File: src/rtl/vkdg_pkg.sv
// Shared constants and widths for the volume knob deadband and gain block.
package vkdg_pkg;

	// Field widths
	localparam int unsigned SAMPLE_W = 12;
	localparam int unsigned LEVEL_W  = 14;
	localparam int unsigned PCT_W    = 7;
	localparam int unsigned GAIN_W   = 9;
	localparam int unsigned CFG_IDX_W  = 2;
	localparam int unsigned CFG_DATA_W = 14;

	// Level times percent fits in 21 bits (16383 * 100)
	localparam int unsigned PROD_W = LEVEL_W + PCT_W;

	// Defaults
	localparam int unsigned DECIMATION_DEF = 16;
	localparam logic [LEVEL_W-1:0] DEADBAND_RST = LEVEL_W'(64);
	localparam logic [PCT_W-1:0]   PCT_MAX      = PCT_W'(100);
	localparam logic [LEVEL_W-1:0] FULL_LEVEL   = LEVEL_W'(16383);
	localparam logic [GAIN_W-1:0]  GAIN_MAX     = GAIN_W'(256);

	// Gain = prod * 256 / GAIN_DIV, done as a multiply by a rounded-up
	// reciprocal; the error term stays below one for every product in range.
	localparam longint unsigned GAIN_DIV    = 64'd16383 * 64'd100;
	localparam int unsigned     GAIN_Q      = 8;
	localparam int unsigned     RECIP_SHIFT = 50;
	localparam int unsigned     RECIP_W     = 30;
	localparam longint unsigned RECIP_FULL  =
		((64'd1 << RECIP_SHIFT) + GAIN_DIV - 64'd1) / GAIN_DIV;
	localparam logic [RECIP_W-1:0] RECIP = RECIP_W'(RECIP_FULL);
	localparam int unsigned     RPROD_W     = PROD_W + RECIP_W;
	localparam int unsigned     GAIN_LSB    = RECIP_SHIFT - GAIN_Q;

	// Configuration register indexes
	typedef enum logic [CFG_IDX_W-1:0] {
		CFG_KNOB_ENABLED = 2'd0,
		CFG_DEADBAND     = 2'd1,
		CFG_BT_MAX_PCT   = 2'd2,
		CFG_USB_MAX_PCT  = 2'd3
	} cfg_idx_t;

endpackage

File: src/rtl/vkdg_gain.sv
// Q8 gain from a level-times-percent product by reciprocal multiplication.
module vkdg_gain
	import vkdg_pkg::*;
(
	input  logic [PROD_W-1:0] prod,
	output logic [GAIN_W-1:0] gain
);

	logic [RPROD_W-1:0] rprod;

	// Scale by the reciprocal, keep the integer part
	assign rprod = RPROD_W'(prod) * RPROD_W'(RECIP);
	assign gain  = rprod[GAIN_LSB +: GAIN_W];

endmodule

File: src/rtl/volume_knob_deadband_gain_core.sv
// Top level: tick decimation, knob deadband and path gain pipeline.
//
//   channel   signals                                   direction
//   input     in_valid, in_ready, adc_sample            upstream -> block
//   output    out_valid, out_ready, volume_level,
//             bt_gain, usb_gain                         block -> downstream
//   config    cfg_we, cfg_index, cfg_data               host -> block
//
// One tick is accepted per cycle while in_ready is high. A sampling tick that
// passes the deadband reaches the outputs through the input register, then
// level-times-percent, then reciprocal multiply into the result register.
// Reset clears the divider, the held level and all stage valid bits.
// Each stage advances when the stage after it is empty or moving, so bubbles
// fill in while a result waits downstream.
module volume_knob_deadband_gain_core
	import vkdg_pkg::*;
#(
	parameter int unsigned DECIMATION = DECIMATION_DEF
) (
	input  logic                  clk,
	input  logic                  arst_n,
	input  logic                  in_valid,
	output logic                  in_ready,
	input  logic [SAMPLE_W-1:0]   adc_sample,
	output logic                  out_valid,
	input  logic                  out_ready,
	output logic [LEVEL_W-1:0]    volume_level,
	output logic [GAIN_W-1:0]     bt_gain,
	output logic [GAIN_W-1:0]     usb_gain,
	input  logic                  cfg_we,
	input  logic [CFG_IDX_W-1:0]  cfg_index,
	input  logic [CFG_DATA_W-1:0] cfg_data
);

	localparam int unsigned DIV_W = (DECIMATION > 1) ? $clog2(DECIMATION) : 1;
	localparam logic [DIV_W-1:0] DIV_LAST = DIV_W'(DECIMATION - 1);

	// Configuration registers
	logic               knob_enabled_q;
	logic [LEVEL_W-1:0] deadband_q;
	logic [PCT_W-1:0]   bt_pct_q;
	logic [PCT_W-1:0]   usb_pct_q;

	// Control state
	logic [DIV_W-1:0]   div_q;
	logic [LEVEL_W-1:0] last_level_q;
	logic               have_last_q;

	// Pipeline
	logic               v_s1;
	logic [LEVEL_W-1:0] level_s1;
	logic               v_s2;
	logic [LEVEL_W-1:0] level_s2;
	logic [PROD_W-1:0]  bt_prod_s2;
	logic [PROD_W-1:0]  usb_prod_s2;

	logic               ready_s3;
	logic               ready_s2;
	logic               in_fire;
	logic               sample_tick;
	logic [PCT_W-1:0]   wr_pct;
	logic [LEVEL_W-1:0] level_in;
	logic [LEVEL_W-1:0] diff;
	logic               emit;
	logic [GAIN_W-1:0]  bt_gain_d;
	logic [GAIN_W-1:0]  usb_gain_d;

	// Stage handshakes
	assign ready_s3 = !out_valid || out_ready;
	assign ready_s2 = !v_s2 || ready_s3;
	assign in_ready = !v_s1 || ready_s2;
	assign in_fire  = in_valid && in_ready;
	assign sample_tick = (div_q == DIV_LAST);

	// Saturate percent writes at the top of the range
	assign wr_pct = (cfg_data[PCT_W-1:0] > PCT_MAX) ? PCT_MAX : cfg_data[PCT_W-1:0];

	always_ff @(posedge clk or negedge arst_n) begin
		if (!arst_n) begin
			knob_enabled_q <= 1'b1;
			deadband_q     <= DEADBAND_RST;
			bt_pct_q       <= PCT_MAX;
			usb_pct_q      <= PCT_MAX;
		end else if (cfg_we) begin
			unique case (cfg_idx_t'(cfg_index))
				CFG_KNOB_ENABLED: knob_enabled_q <= cfg_data[0];
				CFG_DEADBAND:     deadband_q     <= cfg_data[LEVEL_W-1:0];
				CFG_BT_MAX_PCT:   bt_pct_q       <= wr_pct;
				CFG_USB_MAX_PCT:  usb_pct_q      <= wr_pct;
				default: ;
			endcase
		end
	end

	// Advance the tick divider on every transaction
	always_ff @(posedge clk or negedge arst_n) begin
		if (!arst_n) begin
			div_q <= '0;
		end else if (in_fire) begin
			div_q <= sample_tick ? '0 : div_q + DIV_W'(1);
		end
	end

	// Scale the sample, or force full scale when the knob is off
	assign level_in = knob_enabled_q ? {adc_sample, 2'b00} : FULL_LEVEL;

	// Stage 1: capture sampling ticks only
	always_ff @(posedge clk or negedge arst_n) begin
		if (!arst_n) begin
			v_s1 <= 1'b0;
		end else if (in_ready) begin
			v_s1 <= in_fire && sample_tick;
		end
	end

	always_ff @(posedge clk) begin
		if (in_fire) begin
			level_s1 <= level_in;
		end
	end

	// Deadband check against the last accepted level
	assign diff = (level_s1 > last_level_q) ? (level_s1 - last_level_q)
	                                        : (last_level_q - level_s1);
	assign emit = v_s1 && (!have_last_q || (diff > deadband_q));

	always_ff @(posedge clk or negedge arst_n) begin
		if (!arst_n) begin
			last_level_q <= '0;
			have_last_q  <= 1'b0;
		end else if (ready_s2 && emit) begin
			last_level_q <= level_s1;
			have_last_q  <= 1'b1;
		end
	end

	// Stage 2: level times percent for both paths
	always_ff @(posedge clk or negedge arst_n) begin
		if (!arst_n) begin
			v_s2 <= 1'b0;
		end else if (ready_s2) begin
			v_s2 <= emit;
		end
	end

	always_ff @(posedge clk) begin
		if (ready_s2 && emit) begin
			level_s2    <= level_s1;
			bt_prod_s2  <= PROD_W'(level_s1) * PROD_W'(bt_pct_q);
			usb_prod_s2 <= PROD_W'(level_s1) * PROD_W'(usb_pct_q);
		end
	end

	// Reciprocal multiply for each path
	vkdg_gain u_bt_gain (
		.prod (bt_prod_s2),
		.gain (bt_gain_d)
	);

	vkdg_gain u_usb_gain (
		.prod (usb_prod_s2),
		.gain (usb_gain_d)
	);

	// Result register
	always_ff @(posedge clk or negedge arst_n) begin
		if (!arst_n) begin
			out_valid <= 1'b0;
		end else if (ready_s3) begin
			out_valid <= v_s2;
		end
	end

	always_ff @(posedge clk) begin
		if (ready_s3 && v_s2) begin
			volume_level <= level_s2;
			bt_gain      <= bt_gain_d;
			usb_gain     <= usb_gain_d;
		end
	end

	// Gains stay within unity
	a_gain_range: assert property (@(posedge clk) disable iff (!arst_n)
		out_valid |-> (bt_gain <= GAIN_MAX) && (usb_gain <= GAIN_MAX))
		else $error("gain above unity");

	// A level waiting in stage 2 is the one held for the deadband
	a_last_tracks: assert property (@(posedge clk) disable iff (!arst_n)
		v_s2 |-> (last_level_q == level_s2) && have_last_q)
		else $error("held level does not match stage 2");

	// Once a level is held it is never dropped
	a_have_sticky: assert property (@(posedge clk) disable iff (!arst_n)
		have_last_q |=> have_last_q)
		else $error("held level flag cleared");

	// Input backpressure only comes from a waiting result
	a_stall_cause: assert property (@(posedge clk) disable iff (!arst_n)
		!in_ready |-> out_valid && !out_ready && v_s2)
		else $error("input stalled without a full pipeline");

endmodule
File: config.mk
export PLATFORM = sky130hd
export DESIGN_NAME = volume_knob_deadband_gain_core
export DESIGN_NICKNAME = d
export VERILOG_FILES = /design/src/rtl/vkdg_pkg.sv /design/src/rtl/vkdg_gain.sv /design/src/rtl/volume_knob_deadband_gain_core.sv
export SDC_FILE = /design/constraint.sdc
export NUM_CORES = 2
export LEC_CHECK = 0
export ABC_AREA = 1
export BUFFER_PORTS_ARGS = -buffer_cell sky130_fd_sc_hd__buf_2
export CORE_ASPECT_RATIO = 2
export CORE_UTILIZATION = 30
export DETAILED_ROUTE_END_ITERATION = 10
export PLACE_DENSITY = 0.44
export SETUP_SLACK_MARGIN = 0.02
export SYNTH_ARGS = -nofsm -noshare
export SYNTH_HDL_FRONTEND = slang
export SYNTH_SLANG_ARGS = --single-unit
File: constraint.sdc
create_clock -name clk -period 5.26 [get_ports clk]
set_input_delay 0.263 -clock clk [delete_from_list [all_inputs] [get_ports clk]]
set_output_delay 0.263 -clock clk [all_outputs]
set_load 0.01 [all_outputs]
Word-level counts from Yosys, hierarchy flattened
Cells that the tools add are included.

Add/sub/neg operators: 3. Multiply operators: 4. $lt $le $gt $ge: 3. Equality and inequality tests: 4. Multiplexer cells: 4. Reduce and logical (&&, ||, !) cells: 18.

Operator list (count): $mul A21 B30 Y51 const B (2); $mul A14 B7 Y21 (2); $gt A14 B14 Y1 (2); $sub A14 B14 Y14 (2); $mux W14 (1); $reduce_and A2 Y1 (4); $gt A7 B7 Y1 const B (1); $mux W7 (1); $logic_and A1 B1 Y1 (5); $add A4 B1 Y4 const B (1); $eq A2 B2 Y1 const B (2); $eq A4 B4 Y1 const B (1); $logic_not A1 Y1 (4); $logic_or A1 B1 Y1 (4); $mux W4 (1); $eq A2 B1 Y1 const B (1); $logic_not A2 Y1 (1); $mux W2 (1).

Register bits: 153. Bits of input ports: 33. Logic and storage cells: 54.

Logic depth before layout (Yosys ltp)
Depth after elaboration: 6. Gate-level depth with buffers: 28. Gate-level depth less buffers: 28.

Hierarchy
Synthesis repeated with hierarchy kept, for this count alone.

Cell total of the unflattened synthesis: 4335. Area total of the unflattened synthesis: 34974.8 um^2.

By module, submodules not included: volume_knob_deadband_gain_core (times used 1, cells an instance 1700, area each 13696.9 um^2, seq. area each 4234.1 um^2); vkdg_gain at u_usb_gain (times used 1, cells an instance 1333, area each 10706.5 um^2, seq. area each 0.0 um^2); vkdg_gain at u_bt_gain (times used 1, cells an instance 1302, area each 10571.4 um^2, seq. area each 0.0 um^2).

Worst setup path after synthesis
No wires, ideal clock.

Kind: reg2reg. Start: reg bt_prod_s2[3]. End: reg bt_gain[4] (data pin). Library setup time: 253 ps. Data arrival time: 5262 ps. Required time: 5007 ps. Setup slack: -255 ps. Cell stages (with the launch flop): 22. Path buffers: 0. Clock period less this slack: 5515 ps. Path through: edfxtp_1 > inv_1 > fa_1 > fa_1 > fa_1 > inv_1 > fa_1 > fa_1 > fa_1 > inv_1 > fa_1 > inv_1 > ha_1 > nand2_1 > nor2_1 > nand2_1 > nor2_1 > nand2_1 > nor2_1 > nand2_1 > nand4_1 > nand2_1.

Cells in the longest elaborated chain, start to end: 1.

RTL lines: from (decl) (RTL line volume_knob_deadband_gain_core.sv:54) `logic [PROD_W-1:0] bt_prod_s2;`; from (signal assigned) (RTL line volume_knob_deadband_gain_core.sv:149) `bt_prod_s2 <= PROD_W'(level_s1) * PROD_W'(bt_pct_q);`; $mul A21 B30 Y51 (RTL line vkdg_gain.sv:12) `assign rprod = RPROD_W'(prod) * RPROD_W'(RECIP);`; via bt_gain_d[4] (RTL line volume_knob_deadband_gain_core.sv:65) `logic [GAIN_W-1:0] bt_gain_d;`; to (signal assigned) (RTL line volume_knob_deadband_gain_core.sv:177) `bt_gain <= bt_gain_d;`; to (decl) (RTL line volume_knob_deadband_gain_core.sv:28) `output logic [GAIN_W-1:0] bt_gain,`.

The timed path passes the listed nets, and every way through them passes these cells. A chain may end at the register's enable or synchronous reset.

Worst setup path after layout
Start: reg usb_prod_s2[6]. End: reg usb_gain[6] (data pin).

Cells in the longest elaborated chain, start to end: 1.

RTL lines: from (decl) (RTL line volume_knob_deadband_gain_core.sv:55) `logic [PROD_W-1:0] usb_prod_s2;`; from (signal assigned) (RTL line volume_knob_deadband_gain_core.sv:150) `usb_prod_s2 <= PROD_W'(level_s1) * PROD_W'(usb_pct_q);`; $mul A21 B30 Y51 (RTL line vkdg_gain.sv:12); via u_usb_gain.gain[6] (RTL line vkdg_gain.sv:6) `output logic [GAIN_W-1:0] gain`; to (signal assigned) (RTL line volume_knob_deadband_gain_core.sv:178) `usb_gain <= usb_gain_d;`; to (decl) (RTL line volume_knob_deadband_gain_core.sv:29) `output logic [GAIN_W-1:0] usb_gain,`.

The timed path passes the listed nets, and every way through them passes these cells.

==> impl_metrics.tcl <==
set metrics [dict create \
    status "finished, violations left" \
    violations "setup timing" \
    numCtsBuffers 17 \
    worstSetupPathType "reg -> reg" \
    synth_edf_count 99 \
    wl_per_cell_um 19.7 \
    vias 27670 \
    finalWorstSetupSlack_ns -0.457 \
    start_util_pct 30.2 \
    ant_nets 0 \
    netlist_area_um2 34300 \
    fin_cells 6176 \
    clockRootBuffer "clkbuf_16" \
    ys_seq_area_share_pct 12.4 \
    boundaryPins 67 \
    clk_path_buf_depth 2 \
    grt_max_degree 51 \
    finalHoldViolations 0 \
    viasPerCell 4.48 \
    core_um2 113000 \
    synth_nets 5308 \
    min_path_type "in -> reg" \
    antenna_found_initial 6 \
    drc 0 \
    ys_seq_elements 149 \
    ys.flop_type "edfxtp_1" \
    grt_overflow 0 \
    grt_pass1_wl_um 181000 \
    h-tree-depth 4 \
    syn_avg_cell_area_um2 8.24 \
    skew_ns 0.0183 \
    area_growth_pct 23.7 \
    drt_iter0_drc 916 \
    insertion_delay_ns 0.51 \
    cap_violations 0 \
    dr.pass1.iters 7 \
    critPathLaunchType "flop" \
    die_w_um 241 \
    max_freq_ghz 0.175 \
    critPathRequiredTime_ns 5.53 \
    slew_violations 0 \
    drive_gt1_share_pct 20.8 \
    ys_types 45 \
    slew_headroom_pct 32.4 \
    finalCoreUtilization_pct 37.4 \
    yosysWarnings 0 \
    finalSetupTns_ns -6.36 \
    die_h_um 480 \
    arrival_ns 5.98 \
    fin_nets 5806 \
    die_area_um2 116000 \
    gp_congestion 0.962 \
    clkTransAtPathRegs_ns 0.09 \
    endpoint_kind "flop" \
    grt_usage_pct 21.8 \
    portBuffers 66 \
    place_inst 6068 \
    async_reset_ff_share_pct 33.6 \
    dp_hpwl_um 109000 \
    synth_cells 4157 \
    cts_tree "done" \
    place_ws_ns -0.685 \
    setup_viol 18 \
    tightest_slew_ns 1.01 \
    finalCritPeriodShare_pct 109 \
    grt_pass1_vias 30622 \
    min_period_ns 5.72 \
    rows 175 \
    clock-sinks 149 \
    rsz0062_at_grt "yes" \
    postRouteWirelength_um 122000 \
    worst-path-max-fanout 3 \
]
registers in the layout (all words and copies together), names as in the netlist, 13 cells and up:
| signal | count |
|---|---|
| deadband_q | 14 |
| volume_level | 13 |
| level_s2 | 13 |
| last_level_q | 13 |
| level_s1 | 13 |
| bt_prod_s2 | 21 |
| usb_prod_s2 | 21 |
cell usage in the layout, fill, tap and decap left out, types with 12 or more instances in the layout:
master,count
nand3_2,18
nand4_1,32
a21oi_1,108
buf_4,418
nor3_1,25
inv_2,50
edfxtp_1,99
fa_1,486
dlygate4sd3_1,17
xor2_1,33
a21oi_2,13
a21o_1,12
nor2_1,146
nand2_2,86
nor2_2,39
inv_1,1115
buf_6,20
nand3_1,99
nor2_4,24
or2_2,19
o21bai_1,23
ha_1,520
ha_4,56
clkbuf_16,17
nand2_1,844
dfrtp_1,42
o21ai_0,55
fa_2,50
nand2_4,27
buf_2,66
cells in the mapped netlist (12+ instances only):
| library cell | number | area (um^2) |
|---|---|---|
| inv_1 | 1166 | 4380 |
| nand2_1 | 940 | 3530 |
| ha_1 | 582 | 7280 |
| fa_1 | 536 | 10700 |
| nor2_1 | 205 | 769 |
| a21oi_1 | 129 | 646 |
| nand3_1 | 116 | 581 |
| edfxtp_1 | 99 | 2970 |
| o21ai_0 | 58 | 290 |
| clkbuf_1 | 45 | 169 |
| dfrtp_1 | 42 | 1050 |
| xor2_1 | 33 | 289 |
| nand4_1 | 32 | 200 |
| nor3_1 | 32 | 160 |
| o21bai_1 | 24 | 180 |
| or2_2 | 19 | 119 |
| nand2_2 | 15 | 93.8 |
| a21o_1 | 12 | 90.1 |
| xnor2_1 | 12 | 105 |
kinds of logic (layout without fill, tap and decap cells):
kind of cell	count (synthesis)	count (layout)	synth area share, %
buffers and inverters	1220	1731	13.5
flip-flops	149	149	12.4
adder cells (fa/ha/maj)	1118	1118	52.6
other	0	4	0
AND/OR/NAND/NOR	1380	1380	16.4
XOR/XNOR	45	45	1.15
AO/OA/AOI/OAI	245	245	3.98
layout make-up:
cell class | instances | area (um^2)
Clock inverter | 15 | 181
Clock buffer | 17 | 425
Fill cell | 12039 | 71000
Sequential cell | 149 | 4230
Timing Repair Buffer | 531 | 4060
Tap cell | 1504 | 1880
Multi-Input combinational cell | 2788 | 27200
Inverter | 1168 | 4390
Antenna cell | 4 | 10.0
per-stage QoR:
step	instance area [um^2]	hold WS [ns]
global placement	39500	0.402
detailed placement	39500	0.406
global route	42400	0.0299
floorplan	34500	-0.0326
CTS	41500	0.00199
finish	42400	0.0404
worst max-delay path: stages (launching register included):
cell      delay (ns)
edfxtp_1        0.49
buf_6           0.17
ha_4            0.24
fa_2            0.70
inv_2           0.06
fa_1            0.51
inv_2           0.05
fa_2            0.54
fa_2            0.45
fa_1            0.50
inv_2           0.04
fa_2            0.53
inv_2           0.04
ha_4            0.30
nand2_4         0.06
nor2_2          0.13
buf_4           0.14
nand2_1         0.09
nand2_1         0.09
nand2_2         0.06
nand2_1         0.07
nand2_1         0.06
nand4_1         0.08
nand2_1         0.05
what timing repair did:
item / 4_1_cts / 5_1_grt
buffers inserted: 26 / 29
gates resized for setup: 241 / 143
pin swaps: 91 / 108
hold buffers: 17 / 0
hold endpoints to repair: 58 / 0
endpoints found under the setup margin: 18 / 20
path summary, 6_finish.rpt:
path	startpoint	end	slack [ns]	cells after the start
worst max register to register	usb_prod_s2[6]	usb_gain[6]	-0.46	23
max in group asynchronous	arst_n	last_level_q[11]	4.32	3
min in group asynchronous	arst_n	deadband_q[2]	0.45	3
worst min register to register	level_s2[6]	volume_level[6]	0.42	0
worst max-delay path	usb_prod_s2[6]	usb_gain[6]	-0.46	23
worst min-delay path	cfg_data[4]	deadband_q[4]	0.04	3
layer usage:
layer / vias to the layer above / GRT usage [%] / share of wire [%]
li1: 13447 / - / -
met1: 13526 / 17.9 / 30
met2: 432 / 46.8 / 61
met3: 265 / 1.50 / 1.4
met4: 0 / 14.6 / 7.9
met5: - / 0 / 0
Power is left out: the tool's default activity adds up to more than one toggle a clock period on the data nets, which glitch-free logic cannot reach.
